$ cat config.mk
export PLATFORM = sky130hd
export DESIGN_NAME = ftc_ctrl
export DESIGN_NICKNAME = d
export VERILOG_FILES = /design/src/rtl/core/ftc_pkg.sv /design/src/rtl/core/ftc_ctrl.sv
export SDC_FILE = /design/constraint.sdc
export NUM_CORES = 1
export LEC_CHECK = 0
export ABC_AREA = 1
export BUFFER_PORTS_ARGS = -buffer_cell sky130_fd_sc_hd__buf_2
export CORE_MARGIN = 5
export CORE_UTILIZATION = 51
export DETAILED_ROUTE_END_ITERATION = 10
export GPL_TIMING_DRIVEN = 0
export HOLD_SLACK_MARGIN = 0.06
export MAX_ROUTING_LAYER = met4
export PLACE_DENSITY = 0.77
export SYNTH_ARGS = -nofsm -noshare
export SYNTH_HDL_FRONTEND = slang
export SYNTH_SLANG_ARGS = --single-unit
$ cat constraint.sdc
create_clock -name clk -period 1.6 [get_ports clk]
set_input_delay 0.32 -clock clk [delete_from_list [all_inputs] [get_ports clk]]
set_output_delay 0.32 -clock clk [all_outputs]
set_load 0.02 [all_outputs]
$ cat src/rtl/core/ftc_pkg.sv
// Shared types, codes and arithmetic helpers for the Frenet-to-Cartesian converter.
// Used by the controller, the datapath and the top level; depends on nothing else.
package ftc_pkg;

    localparam logic REQ_LOAD  = 1'b0;
    localparam logic REQ_QUERY = 1'b1;

    localparam logic [1:0] STATUS_OK       = 2'd0;
    localparam logic [1:0] STATUS_EMPTY    = 2'd1;
    localparam logic [1:0] STATUS_ZERO_SEG = 2'd2;

    localparam int UNIT_FRAC_BITS = 30;
    localparam int SQRT_STEPS     = 32;
    localparam int DIV_STEPS      = 31;

    localparam logic [4:0] OP_NONE      = 5'd0;
    localparam logic [4:0] OP_SEARCH    = 5'd1;
    localparam logic [4:0] OP_RD_PREV   = 5'd2;
    localparam logic [4:0] OP_RD_NEXT   = 5'd3;
    localparam logic [4:0] OP_DIFF      = 5'd4;
    localparam logic [4:0] OP_ABS       = 5'd5;
    localparam logic [4:0] OP_SQ_A      = 5'd6;
    localparam logic [4:0] OP_SQ_B      = 5'd7;
    localparam logic [4:0] OP_SQ_SUM    = 5'd8;
    localparam logic [4:0] OP_SQRT      = 5'd9;
    localparam logic [4:0] OP_DIV_INIT  = 5'd10;
    localparam logic [4:0] OP_DIV       = 5'd11;
    localparam logic [4:0] OP_SIGN      = 5'd12;
    localparam logic [4:0] OP_MUL1      = 5'd13;
    localparam logic [4:0] OP_MUL2      = 5'd14;
    localparam logic [4:0] OP_MUL3      = 5'd15;
    localparam logic [4:0] OP_MUL4      = 5'd16;
    localparam logic [4:0] OP_PSUM      = 5'd17;
    localparam logic [4:0] OP_ROUND     = 5'd18;
    localparam logic [4:0] OP_RES_LOAD  = 5'd19;
    localparam logic [4:0] OP_RES_EMPTY = 5'd20;
    localparam logic [4:0] OP_RES_ZERO  = 5'd21;
    localparam logic [4:0] OP_RES_OK    = 5'd22;

    typedef struct packed {
        logic       accept;
        logic [4:0] op;
    } ftc_cmd_t;

    typedef struct packed {
        logic count_zero;
        logic search_done;
        logic seg_zero;
        logic sqrt_last;
        logic len_zero;
        logic div_last;
    } ftc_stat_t;

    // Divide by 2^30 and round to nearest, ties away from zero.
    function automatic logic signed [33:0] round_unit(input logic signed [63:0] v);
        logic [63:0] mag;
        logic [63:0] r;
        mag = v[63] ? (64'd0 - v) : v;
        r   = (mag + (64'd1 << (UNIT_FRAC_BITS - 1))) >> UNIT_FRAC_BITS;
        return v[63] ? (34'sd0 - $signed(r[33:0])) : $signed(r[33:0]);
    endfunction

    function automatic logic signed [31:0] add_sat(input logic signed [31:0] base,
                                                   input logic signed [33:0] ofs);
        logic signed [34:0] sum;
        sum = 35'(base) + 35'(ofs);
        if (sum > 35'sd2147483647)
            return 32'sh7FFFFFFF;
        else if (sum < -35'sd2147483648)
            return 32'sh80000000;
        else
            return sum[31:0];
    endfunction

endpackage

$ cat src/rtl/core/ftc_ctrl.sv
// Sequencing state machine of the Frenet-to-Cartesian converter.
// Depends on ftc_pkg; drives the datapath through command and status structs.
module ftc_ctrl
(
    input  logic              clk,
    input  logic              rst_n,
    input  logic              start,
    input  logic              req_type,
    input  ftc_pkg::ftc_stat_t stat,
    output ftc_pkg::ftc_cmd_t  cmd,
    output logic              busy
);
    import ftc_pkg::*;

    localparam logic [4:0] S_IDLE      = 5'd0;
    localparam logic [4:0] S_SEARCH    = 5'd1;
    localparam logic [4:0] S_RD_PREV   = 5'd2;
    localparam logic [4:0] S_RD_NEXT   = 5'd3;
    localparam logic [4:0] S_DIFF      = 5'd4;
    localparam logic [4:0] S_ABS       = 5'd5;
    localparam logic [4:0] S_SQ_A      = 5'd6;
    localparam logic [4:0] S_SQ_B      = 5'd7;
    localparam logic [4:0] S_SQ_SUM    = 5'd8;
    localparam logic [4:0] S_SQRT      = 5'd9;
    localparam logic [4:0] S_DIV_INIT  = 5'd10;
    localparam logic [4:0] S_DIV       = 5'd11;
    localparam logic [4:0] S_SIGN      = 5'd12;
    localparam logic [4:0] S_MUL1      = 5'd13;
    localparam logic [4:0] S_MUL2      = 5'd14;
    localparam logic [4:0] S_MUL3      = 5'd15;
    localparam logic [4:0] S_MUL4      = 5'd16;
    localparam logic [4:0] S_PSUM      = 5'd17;
    localparam logic [4:0] S_ROUND     = 5'd18;
    localparam logic [4:0] S_RES_LOAD  = 5'd19;
    localparam logic [4:0] S_RES_EMPTY = 5'd20;
    localparam logic [4:0] S_RES_ZERO  = 5'd21;
    localparam logic [4:0] S_RES_OK    = 5'd22;

    logic [4:0] state_reg;
    logic [4:0] state_next;

    always_ff @(posedge clk or negedge rst_n)
    begin
        if (!rst_n)
            state_reg <= S_IDLE;
        else
            state_reg <= state_next;
    end

    always_comb
    begin
        state_next = state_reg;
        case (state_reg)
            S_IDLE:
            begin
                if (start)
                begin
                    if (req_type == REQ_LOAD)
                        state_next = S_RES_LOAD;
                    else if (stat.count_zero)
                        state_next = S_RES_EMPTY;
                    else
                        state_next = S_SEARCH;
                end
            end
            S_SEARCH:   if (stat.search_done) state_next = S_RD_PREV;
            S_RD_PREV:  state_next = S_RD_NEXT;
            S_RD_NEXT:  state_next = S_DIFF;
            S_DIFF:     state_next = S_ABS;
            S_ABS:      state_next = stat.seg_zero ? S_RES_ZERO : S_SQ_A;
            S_SQ_A:     state_next = S_SQ_B;
            S_SQ_B:     state_next = S_SQ_SUM;
            S_SQ_SUM:   state_next = S_SQRT;
            S_SQRT:     if (stat.sqrt_last) state_next = S_DIV_INIT;
            S_DIV_INIT: state_next = stat.len_zero ? S_RES_ZERO : S_DIV;
            S_DIV:      if (stat.div_last) state_next = S_SIGN;
            S_SIGN:     state_next = S_MUL1;
            S_MUL1:     state_next = S_MUL2;
            S_MUL2:     state_next = S_MUL3;
            S_MUL3:     state_next = S_MUL4;
            S_MUL4:     state_next = S_PSUM;
            S_PSUM:     state_next = S_ROUND;
            S_ROUND:    state_next = S_RES_OK;
            S_RES_LOAD, S_RES_EMPTY, S_RES_ZERO, S_RES_OK: state_next = S_IDLE;
            default:    state_next = S_IDLE;
        endcase
    end

    always_comb
    begin
        cmd.accept = (state_reg == S_IDLE) && start;
        case (state_reg)
            S_SEARCH:    cmd.op = OP_SEARCH;
            S_RD_PREV:   cmd.op = OP_RD_PREV;
            S_RD_NEXT:   cmd.op = OP_RD_NEXT;
            S_DIFF:      cmd.op = OP_DIFF;
            S_ABS:       cmd.op = OP_ABS;
            S_SQ_A:      cmd.op = OP_SQ_A;
            S_SQ_B:      cmd.op = OP_SQ_B;
            S_SQ_SUM:    cmd.op = OP_SQ_SUM;
            S_SQRT:      cmd.op = OP_SQRT;
            S_DIV_INIT:  cmd.op = stat.len_zero ? OP_NONE : OP_DIV_INIT;
            S_DIV:       cmd.op = OP_DIV;
            S_SIGN:      cmd.op = OP_SIGN;
            S_MUL1:      cmd.op = OP_MUL1;
            S_MUL2:      cmd.op = OP_MUL2;
            S_MUL3:      cmd.op = OP_MUL3;
            S_MUL4:      cmd.op = OP_MUL4;
            S_PSUM:      cmd.op = OP_PSUM;
            S_ROUND:     cmd.op = OP_ROUND;
            S_RES_LOAD:  cmd.op = OP_RES_LOAD;
            S_RES_EMPTY: cmd.op = OP_RES_EMPTY;
            S_RES_ZERO:  cmd.op = OP_RES_ZERO;
            S_RES_OK:    cmd.op = OP_RES_OK;
            default:     cmd.op = OP_NONE;
        endcase
    end

    assign busy = (state_reg != S_IDLE);

endmodule

==> impl_metrics.yaml, run 1 <==
status:
  status: "aborted with a tool error"
  haltStage: "global routing (5_1_grt)"
  error_line: "[ERROR DPL-0038] Utilization greater than 100%, impossible to legalize"
place:
  port_buffers: 16
  place.gp.congestion: 0.9684
  place_hpwl_mm: 1.486
  placed_cells: 147
yosys:
  synth_area_um2: 663.1
  avgSynthCellArea_um2: 5.717
  yosysTopAreaCell: "dfrtp_1"
  ys_seq_elements: 5
  synth.net_count: 126
  yosysWarnings: 0
  ys_seq_area_frac: 0.1887
  synth_cells: 116
  yosys.cell_types.count: 22
  synth.top_cell.area_share: 0.1887
  synthTopCellsByArea: "dfrtp_1 (19%), nand2_1 (18%), inv_1 (9.6%)"
global_route:
  grt_max_degree: 10
floorplanning:
  io_pins: 17
  die_width_um: 46.06
  fp.dieH_um: 46.06
  rows: 13
  initial_core_util: 0.5227
clock_tree:
  cts_buffers: 3
  h-tree-depth: 1
  clockBufferDepth: 2
  cts_sinks: 5
  cts_root_buf: "clkbuf_4"
sta:
  crit_endpoint: "cmd[3]"
  endpoint_type: "top-level output"
==> through the flow <==
step                instance area (um2)  setup WS, ns  hold WS [ns]
detailed placement                762.0       -0.1448        0.1400
CTS                                1112       -0.2569        0.3475
global placement                  762.0       -0.1508        0.1339
floorplan                         663.1       0.01370       0.02441
==> cells by family after synthesis <==
group / synth area share
buf+inv: 0.1302
flops: 0.1887
compound gates: 0.1472
simple gates: 0.5339
==> cells in the mapped netlist (all sizes together) <==
cell type   n
nand4       4
nand2      35
nor3        2
o211ai      3
o21ai       5
nor2       22
a21oi       3
buf         1
o211a       1
nand3b      2
dfrtp       5
a22oi       1
inv        21
nand3      10
a31oi       1
==> repair_timing <==
action / 4_1_cts
endpoints found under the setup margin: 7
hold buffers: 1
gates resized for setup: 41
setup buffers: 28
gates cloned: 0
pin swaps: 12
endpoints found under the hold margin: 5
==> inputs of run 2 (changes only) <==
Settings changed: CORE_AREA set to 5 5 66 68, CORE_MARGIN 5 to unset, CORE_UTILIZATION 51 to unset, DIE_AREA set to 0 0 71 73, HOLD_SLACK_MARGIN 0.06 to unset, MAX_ROUTING_LAYER met4 to unset, PLACE_DENSITY 0.77 to unset, PLACE_DENSITY_LB_ADDON set to 0.15.
==> run 2 against run 1 <==
The flow now finishes, with violations (negative setup slack). Synthesized area stayed put. Synthesized cell count stayed put.
==> impl_metrics.yaml, run 2 <==
setup_path:
  reg2reg_slack_ns: 0.06
  cp_data_required_time_ns: 1.28
  path_common_cell: "nand2_2"
  slowest_stage: "dfrtp_2"
  crit_family: "simple AND/OR/NAND/NOR gates"
  path_max_fanout: 5
  crit_buf_inv: 2
  slowest_delay_ns: 0.48
  r2r_cells: 11
  path_cells: "inv_2 -> nand2_2 -> nor2_4 -> nand2_2 -> nand2_2 -> nor2_2 -> o21ai_1 -> nor2_1 -> nand2_1 -> buf_6"
  end_kind: "output pin"
  start_kind: "flop"
  cp_data_arrival_time_ns: 1.57
  r2r_start: "state_reg[0]$_DFFE_PN0P_"
  r2r-end: "state_reg[3]$_DFFE_PN0P_"
  worstSetupPathType: "flop to output pin"
yosys:
  synth_cells: 116
  yosysTopAreaCell: "dfrtp_1"
  synth_edf_count: 0
  synth.net_count: 126
  synthArstFlopShare: 1.000
  yosysMostFrequentCell: "nand2_1"
  yosys.cell_types.count: 22
  synth.top_cell.area_share: 0.1887
  ys.flop_type: "dfrtp_1"
  ys_seq_area_frac: 0.1887
  yosysWarnings: 0
  synth_area_um2: 663.1
  avgSynthCellArea_um2: 5.717
  ys_seq_elements: 5
  synth_commonest_cells: "nand2_1 (31), inv_1 (17), nor2_1 (14)"
  synthTopCellsByArea: "dfrtp_1 (19%), nand2_1 (18%), inv_1 (9.6%)"
cells_and_area:
  layout_common_cells: "buf_4 (26), nand2_1 (24), inv_1 (12)"
  post-route-util: 0.3248
  final_cells: 213
  largest_reg_flops: 5
  final_nets: 174
  drive_above_1_share: 0.5521
  area_delta_synth_final_pct: 86.04
  fillCellCount: 442
  layout_commonest_cell: "buf_4"
  num_antenna_cells: 0
run:
  drv_cap: 0
clock_tree:
  h-tree-depth: 1
  cts_root_buf: "clkbuf_8"
  worstSkewPairLatency_ns: 0.22
  clkTransAtPathRegs_ns: 0.03
  cts_tree: "built"
  cts_buffers: 3
  clockBufferDepth: 2
  cts_sinks: 5
routing:
  wl_per_cell_um: 12.02
  first_iter_violations: 69
  viasPerCell: 4.300
  antenna_left: 0
  drtPass1Iterations: 4
  drc: 0
  via_count: 916
  wl_mm: 2.560
floorplanning:
  initial_core_util: 0.1746
  die_width_um: 71
  coreArea_mm2: 0.003799
  io_pins: 17
  fp.dieH_um: 73
  rows: 23
  die_area_mm2: 0.005183
global_route:
  grt_pass1_vias: 844
  grt_max_degree: 10
  track_usage: 0.09440
  grt-busiest-layer: "met2"
  grt_overflow_total: 0
  grt_pass1_wl_mm: 3.926
  use_met2: 0.1607
  met1_usage: 0.1215
  use_met3: 0.02342
  antenna_found_initial: 0
place:
  placed_cells: 182
  place.gp.congestion: 0.8309
  place_hpwl_mm: 1.781
  port_buffers: 16
  pre_cts_slack_ns: -0.2014
sta:
  worst_hold_slack_ns: 0.3714
  fmax_mhz: 528.7
  tightest_slew_ns: 0.2131
  skew_ns: 0.002405
  fin_crit_sh: 1.182
  finalWorstSetupSlack_ns: -0.2915
  final_max_slew_viol_count: 0
  rsz0062_at_grt: "yes"
  setup_viol: 7
  fin_crit_ns: 1.892
  hold_violations: 0
  maxSlewHeadroom: 0.8579
status:
  failed_checks: "negative setup slack"
  status: "complete, but fails checks"
min_path:
  hold-path-cell-count: 4
  holdPathEnd: "state_reg[1]$_DFFE_PN0P_"
  hold_path.class: "input pin to flop"
  min_from: "stat[0]"
pwr:
  powerDensity_mw_per_mm2: 1850
  leakagePower_nw: 0.6267
  irDropWorstVdd_v: 0.0005122
## run 2: cell counts after synthesis
Identical to the previous run, type by type.
## run 2: cell families (layout without fill, tap and decap cells)
group                  Yosys count  count (layout)  synth area share
and+or+nand+nor                 75              75            0.5339
buffers and inverters           22              69            0.1302
AOI/OAI and AO/OA               14              14            0.1472
DFF                              5               5            0.1887
## run 2: worst min-delay path, stage by stage
cell and delay, ns:
buf_2 0.08, nor2_2 0.05, inv_2 0.05, nand2_1 0.05
## run 2: routing by layer
layer / vias up / wire length, um
met5: - / 0
li1: 466 / -
met3: 2 / 72
met4: 0 / 14
met2: 20 / 1329
met1: 428 / 1144
## run 2: final cells by class
cell class | count | area [um2] | share of cell area
flip-flops and latches | 5 | 130.1 | 0.1055
multi-input cells | 89 | 563.0 | 0.4564
well taps | 50 | 62.56 | 0.05071
clock buffers | 4 | 45.04 | 0.03651
plain buffers | 1 | 11.26 | 0.009128
inverters | 21 | 90.09 | 0.07302
repair buffers | 43 | 331.6 | 0.2688
## run 2: worst max path at each step
stage	start	to	slack, ns	cells after the start
CTS	state_reg[1]$_DFFE_PN0P_	cmd[3]	-0.24	10
finish	state_reg[0]$_DFFE_PN0P_	cmd[3]	-0.29	10
global route	state_reg[2]$_DFFE_PN0P_	cmd[3]	-0.39	9
global placement	state_reg[1]$_DFFE_PN0P_	cmd[3]	-0.22	10
detailed placement	state_reg[1]$_DFFE_PN0P_	cmd[3]	-0.20	10
floorplan	state_reg[0]$_DFFE_PN0P_	cmd[5]	0.01	5
## run 2: per-stage QoR
step	power (mW)	instance area [um2]	TNS, ns
after floorplan	1.060	663.1	0
after global placement	1.382	805.8	-0.3394
after detailed placement	1.369	805.8	-0.2993
after CTS	1.940	1055	-1.308
after global routing	2.467	1234	-1.737
final	2.282	1234	-1.172
## run 2: report_power, final
group          switching, mW  internal, mW
Sequential             0.109         0.188
Clock                 0.0573         0.171
Combinational          0.973         0.784
## run 2: timing repair
| action | in CTS | in global routing |
|---|---|---|
| hold buffers | 1 | 0 |
| cloned | 0 | 0 |
| setup endpoints to repair | 7 | 8 |
| pin swaps | 8 | 10 |
| buffers inserted | 16 | 10 |
| gates resized for setup | 24 | 29 |
| hold endpoints to repair | 5 | 0 |
No activity file was read; power rests on OpenSTA's default activity.
==> inputs of run 3 (changes only) <==
Settings changed: SKIP_LAST_GASP set to 1, SLEW_MARGIN set to 20.
==> run 3 against run 2 <==
The flow still finishes with violations (negative setup slack). Critical path depth is the same. Fmax down 0.39%. First-iteration DRC count fell by 7.2%. Sequential cell count stayed put. Critical path type unchanged. Largest power group unchanged.
==> impl_metrics.yaml, run 3 (synthesis gave the netlist of run 2 again) <==
routing:
  first_iter_violations: 64
  drtPass1Iterations: 4
  via_count: 922
  antenna_left: 0
  viasPerCell: 4.329
  wl_mm: 2.558
  drc: 0
  wl_per_cell_um: 12.01
sta:
  rsz0062_at_grt: "yes"
  finalWorstSetupSlack_ns: -0.2989
  final_max_slew_viol_count: 0
  skew_ns: 0.002405
  tightest_slew_ns: 0.3017
  fin_crit_sh: 1.187
  worst_hold_slack_ns: 0.3715
  fin_crit_ns: 1.899
  hold_violations: 0
  setup_viol: 7
  maxSlewHeadroom: 0.7973
  fmax_mhz: 526.6
global_route:
  grt_overflow_total: 0
  grt_max_degree: 10
  grt_pass1_vias: 844
  grt_pass1_wl_mm: 3.926
  track_usage: 0.09440
  antenna_found_initial: 0
clock_tree:
  cts_root_buf: "clkbuf_8"
  cts_buffers: 3
  worstSkewPairLatency_ns: 0.22
  clockBufferDepth: 2
  clkTransAtPathRegs_ns: 0.03
  h-tree-depth: 1
  cts_sinks: 5
  cts_tree: "built"
setup_path:
  cp_data_arrival_time_ns: 1.58
  path_max_fanout: 5
  cp_data_required_time_ns: 1.28
  worstSetupPathType: "flop to output pin"
  start_kind: "flop"
  end_kind: "output pin"
cells_and_area:
  layout_commonest_cell: "buf_4"
  final_nets: 174
  layout_common_cells: "buf_4 (26), nand2_1 (24), inv_1 (13)"
  drive_above_1_share: 0.5337
  final_cells: 213
  largest_reg_flops: 5
  num_antenna_cells: 0
  fin_area_mm2: 0.001226
  area_delta_synth_final_pct: 84.91
floorplanning:
  die_width_um: 71
  initial_core_util: 0.1746
  fp.dieH_um: 73
  die_area_mm2: 0.005183
  rows: 23
  io_pins: 17
  coreArea_mm2: 0.003799
status:
  failed_checks: "negative setup slack"
  status: "complete, but fails checks"
run:
  drv_cap: 0
place:
  placed_cells: 182
  pre_cts_slack_ns: -0.2014
  port_buffers: 16
  placed_area_um2: 805.8
  place_hpwl_mm: 1.781
  place.gp.congestion: 0.8309
pwr:
  powerDensity_mw_per_mm2: 1851
  leakagePower_nw: 0.6285
  irDropWorstVdd_v: 0.0005627
min_path:
  hold_path.class: "input pin to flop"
==> run 3: cell types whose count changed in the layout (fill, tap and decap cells not counted) <==
cell | before | now
nor2_2 | 5 | 4
inv_1 | 12 | 13
inv_2 | 6 | 5
nor2_1 | 10 | 11
nor3_2 | 1 | 0
nor3_1 | 0 | 1
==> run 3: worst paths after layout <==
kind                                          start  slack, ns                       end  cells past startpoint
setup / recovery           state_reg[0]$_DFFE_PN0P_      -0.30                    cmd[3]                     10
hold / removal                              stat[0]       0.37  state_reg[1]$_DFFE_PN0P_                      4
setup reg to reg           state_reg[0]$_DFFE_PN0P_       0.05  state_reg[3]$_DFFE_PN0P_                     11
hold reg to reg            state_reg[4]$_DFFE_PN0P_       0.78  state_reg[3]$_DFFE_PN0P_                      4
max in group asynchronous                     rst_n       1.01  state_reg[1]$_DFFE_PN0P_                      2
min in group asynchronous                     rst_n       0.44  state_reg[4]$_DFFE_PN0P_                      2
==> run 3: area by class of cell <==
class | instances | area (um2)
Clock buffer | 4 | 45.04
Multi-Input combinational cell | 89 | 555.5
Timing Repair Buffer | 43 | 331.6
Sequential cell | 5 | 130.1
Tap cell | 50 | 62.56
Inverter | 21 | 90.09
Fill cell | 444 | 2572
Buffer | 1 | 11.26
==> run 3: critical path: stages, from the launching register on <==
cell and delay, ns:
dfrtp_2 0.48, inv_2 0.09, nand2_2 0.07, nor2_4 0.17, nand2_2 0.07, nand2_2 0.08
nor2_2 0.04, o21ai_1 0.09, nor2_1 0.07, nand2_1 0.08, buf_6 0.12
==> run 3: per-stage QoR <==
step             util  power (mW)  setup TNS (ns)
2_1_floorplan       -       1.060               0
3_3_place_gp   0.2121       1.382         -0.3394
3_5_place_dp   0.2121       1.369         -0.2993
4_1_cts        0.2777       1.940          -1.308
5_1_grt        0.3228       2.456          -1.864
6_report       0.3228       2.270          -1.271
==> run 3: power by group <==
| group | internal (mW) | switching (mW) |
|---|---|---|
| sequential | 0.188 | 0.107 |
| combinational | 0.781 | 0.966 |
| clock | 0.171 | 0.0573 |
| total | 1.14 | 1.13 |
==> run 3: metal layers <==
metal | GRT usage | vias to the layer above | share of wire
met1 | 0.1215 | 434 | 0.44
met2 | 0.1607 | 22 | 0.52
met5 | 0 | - | 0
met4 | 0.01879 | 0 | 0.0055
met3 | 0.02342 | 2 | 0.030
li1 | - | 464 | -
==> run 3: what timing repair did <==
item / CTS / global route
setup buffers: 16 / 10
endpoints found under the setup margin: 7 / 8
hold buffers: 1 / 0
pin swaps: 8 / 10
gates resized for setup: 24 / 26
endpoints found under the hold margin: 5 / 0
==> inputs of run 4 (changes only) <==
Settings changed: CAP_MARGIN set to 20, CELL_PAD_IN_SITES_DETAIL_PLACEMENT set to 1, CELL_PAD_IN_SITES_GLOBAL_PLACEMENT set to 2, CTS_BUF_LIST set to sky130_fd_sc_hd__clkbuf_4.
==> run 4 against run 3 <==
The run still ends with negative setup slack left. First-iteration DRC count down 47%. Global-route usage up 1.2 points. Fmax up 1.1%. Largest power group unchanged. Critical endpoint unchanged. Worst hold slack worse by 0.0096 ns. Worst setup slack better by 0.020 ns. Wire length up 3.9%. Sequential power down 4%.
==> impl_metrics.yaml, run 4 (synthesis gave the netlist of run 2 again) <==
status:
  status: "complete, but fails checks"
  failed_checks: "negative setup slack"
place:
  port_buffers: 16
  placed_cells: 182
  place_hpwl_mm: 2.121
  place.gp.congestion: 0.7896
  pre_cts_slack_ns: -0.2445
cells_and_area:
  drive_above_1_share: 0.4936
  num_antenna_cells: 0
  layout_commonest_cell: "nand2_1"
  layout_common_cells: "nand2_1 (26), buf_4 (22), inv_1 (12), buf_2 (12), nor2_1 (11)"
  final_cells: 206
  area_delta_synth_final_pct: 61.89
  largest_reg_flops: 5
  final_nets: 167
run:
  drv_cap: 0
global_route:
  track_usage: 0.1067
  antenna_found_initial: 0
  grt_overflow_total: 0
  grt_pass1_vias: 934
  grt_pass1_wl_mm: 4.333
  grt_max_degree: 8
floorplanning:
  die_area_mm2: 0.005183
  io_pins: 17
  coreArea_mm2: 0.003799
  fp.dieH_um: 73
  initial_core_util: 0.1746
  rows: 23
  die_width_um: 71
clock_tree:
  cts_root_buf: "clkbuf_4"
  clockBufferDepth: 2
  cts_tree: "built"
  h-tree-depth: 1
  worstSkewPairLatency_ns: 0.23
  clkTransAtPathRegs_ns: 0.04
  cts_sinks: 5
  cts_buffers: 3
pwr:
  p_total_mw: 1.955
  intPower_mw: 0.9278
  p_sw_frac: 0.5255
  irDropWorstVdd_v: 0.0007552
  powerDensity_mw_per_mm2: 1821
  p_comb_frac: 0.776
  p_seq_frac: 0.145
  p_clk_frac: 0.080
  leakagePower_nw: 0.5603
  switching_power_mw: 1.027
sta:
  maxSlewHeadroom: 0.8560
  rsz0062_at_grt: "yes"
  final_max_slew_viol_count: 0
  skew_ns: 0.002935
  fmax_mhz: 532.4
  tightest_slew_ns: 0.2148
  worst_hold_slack_ns: 0.3619
  fin_crit_sh: 1.174
  finalWorstSetupSlack_ns: -0.2784
  setup_tns_ns: -1.184
  setup_viol: 7
  fin_crit_ns: 1.878
  hold_violations: 0
setup_path:
  end_kind: "output pin"
  start_kind: "flop"
  worstSetupPathType: "flop to output pin"
  slowest_delay_ns: 0.46
  path_max_fanout: 6
  cp_data_required_time_ns: 1.28
  crit_family: "simple AND/OR/NAND/NOR gates"
  cp_data_arrival_time_ns: 1.56
  path_cells: "nand2_2 -> nor2_4 -> nand2_2 -> o21ai_1 -> nor2_2 -> o21ai_1 -> nor2_1 -> nand2_1 -> buf_6"
  slowest_stage: "dfrtp_2"
  crit_buf_inv: 1
  reg2reg_slack_ns: 0.13
routing:
  antenna_left: 0
  first_iter_violations: 34
  viasPerCell: 4.306
  wl_per_cell_um: 12.91
  drtPass1Iterations: 4
  via_count: 887
  drc: 0
  wl_mm: 2.659
min_path:
  hold_path.class: "input pin to flop"
## run 4: cell count changes in the layout (fill, tap and decap cells not counted), sizes merged
cell,delta
buf,-7
clkinvlp,-1
inv,+1
## run 4: area by class of cell
class,count,area [um2]
clock buffers,4,30.03
fillers,510,2725
plain buffers,1,11.26
repair buffers,36,246.5
well taps,50,62.56
flip-flops and latches,5,130.1
multi-input cells,89,511.7
inverters,21,81.33
## run 4: worst paths after layout
kind / startpoint / endpoint / cells after the start
min in group asynchronous: rst_n / state_reg[2]$_DFFE_PN0P_ / 2
setup reg to reg: state_reg[1]$_DFFE_PN0P_ / state_reg[2]$_DFFE_PN0P_ / 11
max in group asynchronous: rst_n / state_reg[0]$_DFFE_PN0P_ / 2
setup / recovery: state_reg[1]$_DFFE_PN0P_ / cmd[3] / 9
hold reg to reg: state_reg[2]$_DFFE_PN0P_ / state_reg[1]$_DFFE_PN0P_ / 5
hold / removal: stat[0] / state_reg[1]$_DFFE_PN0P_ / 4
## run 4: worst reg2reg max path, cell delays in order (launching register included)
cell and delay, ns:
dfrtp_2 0.46, inv_2 0.11, nand2_4 0.06, nor2_4 0.15
nand2_1 0.08, nand2_2 0.09, nor2_2 0.05, buf_4 0.13
buf_4 0.12, nand2_1 0.05, nor2_1 0.04, nor2_1 0.07
## run 4: timing repair
action / 4_1_cts / 5_1_grt
buffers inserted: 17 / 2
hold buffers: 1 / 0
endpoints found under the setup margin: 7 / 8
gates resized for setup: 29 / 5
pin swaps: 7 / 4
hold endpoints to repair: 5 / 0
## run 4: power by group through the flow
stage | combinational (mW) | clock (mW) | sequential (mW)
final | 1.52 | 0.156 | 0.283
after global routing | 1.71 | 0.166 | 0.291
after CTS | 1.49 | 0.162 | 0.280
after detailed placement | 1.14 | 0 | 0.259
after global placement | 1.14 | 0 | 0.258
after floorplan | 0.826 | 0 | 0.234
## run 4: per-stage QoR
stage          utilization  cell area (um2)
2_1_floorplan            -            663.1
3_3_place_gp        0.2121            805.8
3_5_place_dp        0.2121            805.8
4_1_cts             0.2760             1049
5_1_grt             0.2826             1074
6_report            0.2826             1074
## run 4: layer usage
metal | part of all wire | global-route usage
met1 | 0.43 | 0.1278
met4 | 0.015 | 0.04593
met2 | 0.53 | 0.1936
met5 | 0 | 0
met3 | 0.024 | 0.009642
